**config.mk**
```make
export PLATFORM = sky130hd
export DESIGN_NAME = linear_seam_blend_top
export DESIGN_NICKNAME = d
export VERILOG_FILES = /design/src/hdl/lsb_pkg.sv /design/src/hdl/lsb_front.sv /design/src/hdl/lsb_mac.sv /design/src/hdl/lsb_cell.sv /design/src/hdl/linear_seam_blend_top.sv
export SDC_FILE = /design/constraint.sdc
export NUM_CORES = 2
export LEC_CHECK = 0
export BUFFER_PORTS_ARGS = -buffer_cell sky130_fd_sc_hd__buf_2
export CORE_MARGIN = 8
export CORE_UTILIZATION = 25
export CTS_BUF_LIST = sky130_fd_sc_hd__clkbuf_4 sky130_fd_sc_hd__clkbuf_8
export DETAILED_ROUTE_END_ITERATION = 12
export PLACE_DENSITY_LB_ADDON = 0.25
export SYNTH_ARGS = -nofsm -noshare
export SYNTH_HDL_FRONTEND = slang
export SYNTH_SLANG_ARGS = --single-unit
```
**constraint.sdc**
```tcl
create_clock -name clk -period 16.3 [get_ports clk]
set_clock_uncertainty 0.2 [all_clocks]
set_input_delay 3.26 -clock clk [delete_from_list [all_inputs] [get_ports clk]]
set_output_delay 3.26 -clock clk [all_outputs]
set_load 0.005 [all_outputs]
```
**src/hdl/lsb_pkg.sv**
```systemverilog
// ----------------------------------------------------------------------------
// lsb_pkg
// Shared widths, register codes and word types of the seam blend pipeline.
// ----------------------------------------------------------------------------
package lsb_pkg;

  localparam int COLUMN_BITS = 12;
  localparam int WIDTH_BITS  = COLUMN_BITS + 1;
  localparam int CH_BITS     = 8;
  localparam int SUM_BITS    = CH_BITS + WIDTH_BITS;
  localparam int CELL_COUNT  = CH_BITS;
  localparam int CH_COUNT    = 3;

  localparam logic [COLUMN_BITS-1:0] START_RESET = '0;
  localparam logic [WIDTH_BITS-1:0]  WIDTH_RESET = WIDTH_BITS'(4096);

  typedef enum logic [0:0] {
    CFG_OVERLAP_START = 1'b0,
    CFG_IMAGE_WIDTH   = 1'b1
  } cfg_idx_t;

  typedef struct packed {
    logic [CH_BITS-1:0]     base_blue;
    logic [CH_BITS-1:0]     base_green;
    logic [CH_BITS-1:0]     base_red;
    logic [CH_BITS-1:0]     warp_blue;
    logic [CH_BITS-1:0]     warp_green;
    logic [CH_BITS-1:0]     warp_red;
    logic [COLUMN_BITS-1:0] column;
  } in_word_t;

  typedef struct packed {
    logic [CH_BITS-1:0] out_blue;
    logic [CH_BITS-1:0] out_green;
    logic [CH_BITS-1:0] out_red;
    logic               in_overlap;
  } out_word_t;

  typedef struct packed {
    logic [CH_COUNT-1:0][CH_BITS-1:0] base;
    logic [CH_COUNT-1:0][CH_BITS-1:0] warp;
    logic                             overlap;
    logic                             blend;
    logic [WIDTH_BITS-1:0]            span;
    logic [WIDTH_BITS-1:0]            k;
    logic [WIDTH_BITS-1:0]            kc;
  } front_t;

  typedef struct packed {
    logic [WIDTH_BITS-1:0] rem;
    logic [CH_BITS-1:0]    shf;
  } chan_div_t;

  typedef struct packed {
    logic [CH_COUNT-1:0][CH_BITS-1:0] base;
    logic                             overlap;
    logic                             blend;
    logic [WIDTH_BITS-1:0]            span;
    chan_div_t [CH_COUNT-1:0]         ch;
  } pipe_t;

endpackage

```
**src/hdl/lsb_front.sv**
```systemverilog
// ----------------------------------------------------------------------------
// lsb_front
// Band check and weight setup: span, column offset and its complement.
// ----------------------------------------------------------------------------
module lsb_front import lsb_pkg::*; (
  input  logic                   clk,
  input  logic                   rst_n,
  input  logic [COLUMN_BITS-1:0] start,
  input  logic [WIDTH_BITS-1:0]  width,
  input  logic                   up_valid,
  output logic                   up_ready,
  input  in_word_t               up_data,
  output logic                   dn_valid,
  input  logic                   dn_ready,
  output front_t                 dn_data
);

  logic   valid_r;
  front_t data_r;
  front_t data_nxt;

  always_comb begin
    logic [WIDTH_BITS-1:0] col_w;
    logic [WIDTH_BITS-1:0] start_w;
    col_w   = {1'b0, up_data.column};
    start_w = {1'b0, start};
    data_nxt.base    = {up_data.base_red, up_data.base_green, up_data.base_blue};
    data_nxt.warp    = {up_data.warp_red, up_data.warp_green, up_data.warp_blue};
    data_nxt.overlap = (up_data.column >= start) && (col_w < width);
    data_nxt.blend   = data_nxt.overlap &&
                       ((up_data.warp_blue | up_data.warp_green | up_data.warp_red) != '0);
    data_nxt.span    = width - start_w;
    data_nxt.k       = col_w - start_w;
    data_nxt.kc      = width - col_w;
  end

  assign up_ready = !valid_r || dn_ready;
  assign dn_valid = valid_r;
  assign dn_data  = data_r;

  always_ff @(posedge clk) begin
    if (!rst_n) begin
      valid_r <= 1'b0;
    end else if (up_ready) begin
      valid_r <= up_valid;
    end
  end

  always_ff @(posedge clk) begin
    if (up_ready && up_valid) begin
      data_r <= data_nxt;
    end
  end

endmodule

```
**src/hdl/lsb_mac.sv**
```systemverilog
// ----------------------------------------------------------------------------
// lsb_mac
// Weighted product sums per channel, split into divider remainder and bits.
// ----------------------------------------------------------------------------
module lsb_mac import lsb_pkg::*; (
  input  logic   clk,
  input  logic   rst_n,
  input  logic   up_valid,
  output logic   up_ready,
  input  front_t up_data,
  output logic   dn_valid,
  input  logic   dn_ready,
  output pipe_t  dn_data
);

  logic  valid_r;
  pipe_t data_r;
  pipe_t data_nxt;

  always_comb begin
    logic [SUM_BITS-1:0] sum;
    data_nxt.base    = up_data.base;
    data_nxt.overlap = up_data.overlap;
    data_nxt.blend   = up_data.blend;
    data_nxt.span    = up_data.span;
    for (int c = 0; c < CH_COUNT; c++) begin
      sum = SUM_BITS'(up_data.base[c]) * SUM_BITS'(up_data.kc)
          + SUM_BITS'(up_data.warp[c]) * SUM_BITS'(up_data.k);
      data_nxt.ch[c].rem = sum[SUM_BITS-1:CH_BITS];
      data_nxt.ch[c].shf = sum[CH_BITS-1:0];
    end
  end

  assign up_ready = !valid_r || dn_ready;
  assign dn_valid = valid_r;
  assign dn_data  = data_r;

  always_ff @(posedge clk) begin
    if (!rst_n) begin
      valid_r <= 1'b0;
    end else if (up_ready) begin
      valid_r <= up_valid;
    end
  end

  always_ff @(posedge clk) begin
    if (up_ready && up_valid) begin
      data_r <= data_nxt;
    end
  end

endmodule

```
**src/hdl/lsb_cell.sv**
```systemverilog
// ----------------------------------------------------------------------------
// lsb_cell
// One restoring division step for all three channels: one quotient bit.
// ----------------------------------------------------------------------------
module lsb_cell import lsb_pkg::*; (
  input  logic  clk,
  input  logic  rst_n,
  input  logic  up_valid,
  output logic  up_ready,
  input  pipe_t up_data,
  output logic  dn_valid,
  input  logic  dn_ready,
  output pipe_t dn_data
);

  logic  valid_r;
  pipe_t data_r;
  pipe_t data_nxt;

  always_comb begin
    logic [WIDTH_BITS:0] trial;
    logic [WIDTH_BITS:0] diff;
    logic                ge;
    data_nxt = up_data;
    for (int c = 0; c < CH_COUNT; c++) begin
      trial = {up_data.ch[c].rem, up_data.ch[c].shf[CH_BITS-1]};
      diff  = trial - {1'b0, up_data.span};
      ge    = trial >= {1'b0, up_data.span};
      data_nxt.ch[c].rem = ge ? diff[WIDTH_BITS-1:0] : trial[WIDTH_BITS-1:0];
      data_nxt.ch[c].shf = {up_data.ch[c].shf[CH_BITS-2:0], ge};
    end
  end

  assign up_ready = !valid_r || dn_ready;
  assign dn_valid = valid_r;
  assign dn_data  = data_r;

  always_ff @(posedge clk) begin
    if (!rst_n) begin
      valid_r <= 1'b0;
    end else if (up_ready) begin
      valid_r <= up_valid;
    end
  end

  always_ff @(posedge clk) begin
    if (up_ready && up_valid) begin
      data_r <= data_nxt;
    end
  end

endmodule

```
**src/hdl/linear_seam_blend_top.sv**
```systemverilog
// ----------------------------------------------------------------------------
// linear_seam_blend_top
// Linear feather blend of base and warped BGR pixels across an overlap band.
//
//   channel | direction | handshake          | word
//   in_     | input     | in_valid/in_ready  | in_word_t: base, warp, column
//   out_    | output    | out_valid/out_ready| out_word_t: blended BGR, in_overlap
//   cfg_    | input     | cfg_we             | cfg_index, cfg_data
//
// One word per cycle sustained while out_ready holds; the stages are band setup,
// product sum, then a chain of eight divider cells, one quotient bit per cell.
// Every stage has its own valid bit and takes a word when it is empty or its
// successor moves, so stalls back up stage by stage and bubbles close.
// Reset clears all valid bits and loads the register defaults.
// ----------------------------------------------------------------------------
module linear_seam_blend_top import lsb_pkg::*; (
  input  logic                  clk,
  input  logic                  rst_n,
  input  logic                  in_valid,
  output logic                  in_ready,
  input  in_word_t              in_data,
  output logic                  out_valid,
  input  logic                  out_ready,
  output out_word_t             out_data,
  input  logic                  cfg_we,
  input  logic [0:0]            cfg_index,
  input  logic [WIDTH_BITS-1:0] cfg_data
);

  logic [COLUMN_BITS-1:0] start_r;
  logic [WIDTH_BITS-1:0]  width_r;

  always_ff @(posedge clk) begin
    if (!rst_n) begin
      start_r <= START_RESET;
      width_r <= WIDTH_RESET;
    end else if (cfg_we) begin
      unique case (cfg_idx_t'(cfg_index))
        CFG_OVERLAP_START: start_r <= cfg_data[COLUMN_BITS-1:0];
        CFG_IMAGE_WIDTH:   width_r <= cfg_data;
      endcase
    end
  end

  logic   front_valid;
  logic   front_ready;
  front_t front_data;

  logic                valid_c [CELL_COUNT+1];
  logic                ready_c [CELL_COUNT+1];
  pipe_t               data_c  [CELL_COUNT+1];

  lsb_front u_front (
    .clk      (clk),
    .rst_n    (rst_n),
    .start    (start_r),
    .width    (width_r),
    .up_valid (in_valid),
    .up_ready (in_ready),
    .up_data  (in_data),
    .dn_valid (front_valid),
    .dn_ready (front_ready),
    .dn_data  (front_data)
  );

  lsb_mac u_mac (
    .clk      (clk),
    .rst_n    (rst_n),
    .up_valid (front_valid),
    .up_ready (front_ready),
    .up_data  (front_data),
    .dn_valid (valid_c[0]),
    .dn_ready (ready_c[0]),
    .dn_data  (data_c[0])
  );

  for (genvar i = 0; i < CELL_COUNT; i++) begin : g_cell
    lsb_cell u_cell (
      .clk      (clk),
      .rst_n    (rst_n),
      .up_valid (valid_c[i]),
      .up_ready (ready_c[i]),
      .up_data  (data_c[i]),
      .dn_valid (valid_c[i+1]),
      .dn_ready (ready_c[i+1]),
      .dn_data  (data_c[i+1])
    );
  end

  pipe_t last;

  assign last                 = data_c[CELL_COUNT];
  assign ready_c[CELL_COUNT]  = out_ready;
  assign out_valid            = valid_c[CELL_COUNT];
  assign out_data.out_blue    = last.blend ? last.ch[0].shf : last.base[0];
  assign out_data.out_green   = last.blend ? last.ch[1].shf : last.base[1];
  assign out_data.out_red     = last.blend ? last.ch[2].shf : last.base[2];
  assign out_data.in_overlap  = last.overlap;

endmodule
```
==> results.yml <==
place:
  routabilityCongestion: 0.8244
  io_buffers: 105
  dp_hpwl_mm: 139.2
clocking:
  cts-root-buf: "clkbuf_8"
  clock_tree.buffer_depth: 4
  postCtsSetupRepairBufs: 0
  cts_resized: 0
  hold_buffers: 0
  clk_latency_ns: 0.94
  cts_buffers: 171
  cts_tree: "yes"
  htree_levels: 4
  clock_sinks: 990
  clkTransAtPathRegs_ns: 0.06
floorplan:
  io_pins: 106
  core_area_um2: 276300
  die_x_um: 542.7
  placementRows: 193
  dieArea_um2: 294500
  die_h_um: 542.7
  start_util_pct: 25.11
sta:
  worst_pin_slew_ns: 1.233
  fmax_ghz: 0.1123
  setup_viol: 0
  fin_tns_setup_ns: 0
  finalCriticalPeriod_ns: 8.905
  period_share_pct: 54.63
  rsz0062_at_grt: "false"
  slew_viol_final: 0
  hold_viol_final: 0
  maxSlewHeadroom_pct: 17.53
outcome:
  status: "finished, final reports clean"
synthesis:
  yosysSeqAreaShare_pct: 42.36
  synth_area_um2: 69360
  synth_ff_type: "edfxtp_1"
  synth.area.mux_share_pct: 3.608
  synthAdderAreaFrac_pct: 25.03
  synth_cell_types: 81
  synth-edff-count: 955
  syn_inst: 6064
  synth_async_sr_flop_share_pct: 0
  ys_seq_elements: 990
  synth_nets: 7217
  synth_top_family_by_area: "adder cells"
  synth_xor_area_share_pct: 2.980
  synth_compound_area_share_pct: 9.412
  yosys.area_share.simple_pct: 11.11
  ys_warn_count: 0
  synth_area_per_cell_um2: 11.44
final_layout:
  nNetsFinal: 7376
  areaGrowthSynthToFinish_pct: 11.97
  register_area_um2: 29380
  multi_input_comb_area_um2: 36270
  drive_above_1_share_pct: 9.763
  fill_cells: 28760
grt:
  track_usage_pct: 12.07
  antenna_found_initial: 7
  grt_pass1_vias: 47120
  grt_first_pass_wirelength_mm: 278.8
  grt_max_degree: 87
  grt.met1_usage_pct: 16.08
  met2_usage_pct: 20.36
  gr-total-overflow: 0
  met3_usage_pct: 1.735
  busiest_layer: "met2"
critical_path:
  required_ns: 12.84
  path_max_fanout: 6
  crit_end: "in_ready"
  startpoint_type: "primary input"
  r2r_slack_ns: 9.26
  crit_path_end_kind: "output pin"
  reg2reg_from: "u_front.dn_data[21]$_DFFE_PP_"
  timing.critical_path.from: "out_ready"
  r2r_end: "u_mac.dn_data[40]$_DFFE_PP_"
  worstRegToRegCells: 19
  worstPathArrival_ns: 5.45
  critical_path_class: "primary input to output pin"
detailed_routing:
  drtPass1Iterations: 5
  drt_iter0_markers: 2657
  avgRoutedWirePerCell_um: 17.92
  drt.antenna.violating_nets: 0
  wl_mm: 180.1
  vias_per_cell: 4.428
  vias: 44520
  drc_errors: 0
flow_run:
  max_cap_viol_count: 0
min_path:
  hp-class: "flop to flop"
-- worst min path at each step --
stage                     depth (start not counted)                                   start                                 endpoint  slack [ns]
after CTS                                         0   g_cell[4].u_cell.dn_data[4]$_DFFE_PP_    g_cell[5].u_cell.dn_data[5]$_DFFE_PP_        0.12
final                                             0   g_cell[4].u_cell.dn_data[4]$_DFFE_PP_    g_cell[5].u_cell.dn_data[5]$_DFFE_PP_        0.13
after global routing                              0   g_cell[4].u_cell.dn_data[4]$_DFFE_PP_    g_cell[5].u_cell.dn_data[5]$_DFFE_PP_        0.15
after floorplan                                   0            u_mac.dn_data[100]$_DFFE_PP_  g_cell[0].u_cell.dn_data[100]$_DFFE_PP_        0.20
after global placement                            0  g_cell[5].u_cell.dn_data[42]$_DFFE_PP_   g_cell[6].u_cell.dn_data[43]$_DFFE_PP_        0.20
after detailed placement                          0             u_mac.dn_data[78]$_DFFE_PP_   g_cell[0].u_cell.dn_data[78]$_DFFE_PP_        0.20
-- layer usage --
metal  routed length, µm  share of wire [%]
met5                   0                  0
met4                5574                3.1
met3                6984                3.9
met2               84440                 47
met1               83150                 46
-- per-stage QoR --
| step | instances | hold WS, ns | worst slack (ns) | area (µm²) | util, % |
|---|---|---|---|---|---|
| final | 10050 | 0.1252 | 7.395 | 77660 | 28.11 |
| after global routing | 10050 | 0.1454 | 7.243 | 77650 | 28.11 |
| after CTS | 10050 | 0.1192 | 7.413 | 77630 | 28.10 |
| after detailed placement | 9755 | 0.2045 | 7.437 | 74280 | 26.89 |
| after global placement | 9755 | 0.2007 | 7.402 | 74280 | 26.89 |
| after floorplan | 6064 | 0.2003 | 4.285 | 69360 | - |
-- flip-flops by register name, summed over array words and instances (netlist names) --
signal / flops
start_r: 12
u_mac.dn_data: 102
u_mac.dn_valid: 1
g_cell.u_cell.dn_data: 764
u_front.dn_valid: 1
width_r: 13
g_cell.u_cell.dn_valid: 8
u_front.dn_data: 89
-- synth_stat cells (all sizes together), types with 7 or more instances --
cell,n,area (µm²)
inv,822,3085
o211ai,13,102.6
and2,324,2027
nor3,56,280.3
nor2b,91,569.3
ha,552,6907
a21oi,279,1400
nand2b,56,350.3
clkbuf,144,540.5
a311oi,14,122.6
or2,16,100.1
and4,14,122.6
a21o,110,825.8
o41ai,13,136.4
dfxtp,35,700.7
xnor2,153,1340
xor2,83,727.0
o21bai,21,157.7
o211a,15,150.1
or4,10,75.07
a31o,9,78.83
o21ai,224,1132
a211oi,46,350.3
a22oi,7,52.55
edfxtp,955,28680
o31a,15,131.4
a211o,14,122.6
nand4,32,200.2
or3,26,162.7
nor4,24,237.7
o31ai,26,195.2
o21a,60,450.4
a21boi,46,345.3
fa,522,10450
nor2,235,882.1
nand2,552,2072
a31oi,48,321.6
buf,26,193.9
nor4b,7,61.31
mux2i,43,430.4
mux2,184,2072
nand3,56,280.3
and3,21,131.4
-- logic make-up (layout without fill, tap and decap cells) --
group                      after synthesis  count (layout)
AOI/OAI and AO/OA                     1007            1007
xor gates and xnor gates               236             236
adders and majority gates             1074            1074
buffers and inverters                  992            1268
DFF                                    990             990
muxes                                  227             227
other                                    0               9
and+or+nand+nor                       1538            1538
-- layout by cell type (no fill, tap or decap), types with 83 or more instances in the layout --
cell / n
and2_1: 323
xnor2_1: 153
a21oi_1: 278
inv_1: 822
fa_1: 522
nor2b_1: 86
nand2_1: 552
o21ai_0: 194
mux2_2: 142
nor2_1: 235
buf_2: 105
xor2_1: 83
edfxtp_1: 955
a21o_1: 110
ha_1: 552
clkbuf_8: 179
-- critical path, cell delays in order --
cell	delay, ns
buf_2	0.10
nor2b_1	0.48
nand3_1	0.15
nor2_1	0.44
and3_1	0.42
and3_1	0.33
nand2_1	0.11
buf_2	0.14
-- final cells by class --
cell class,instances,area share (%)
inverters,822,3.973
flip-flops and latches,990,37.83
multi-input cells,4082,46.71
clock inverters,59,0.6461
clock buffers,231,3.675
repair buffers,156,1.170
well taps,3705,5.970
diodes,9,0.02900
Power is not shown: default switching activity piles up to over one toggle a cycle in this logic, so the estimate is an artifact.
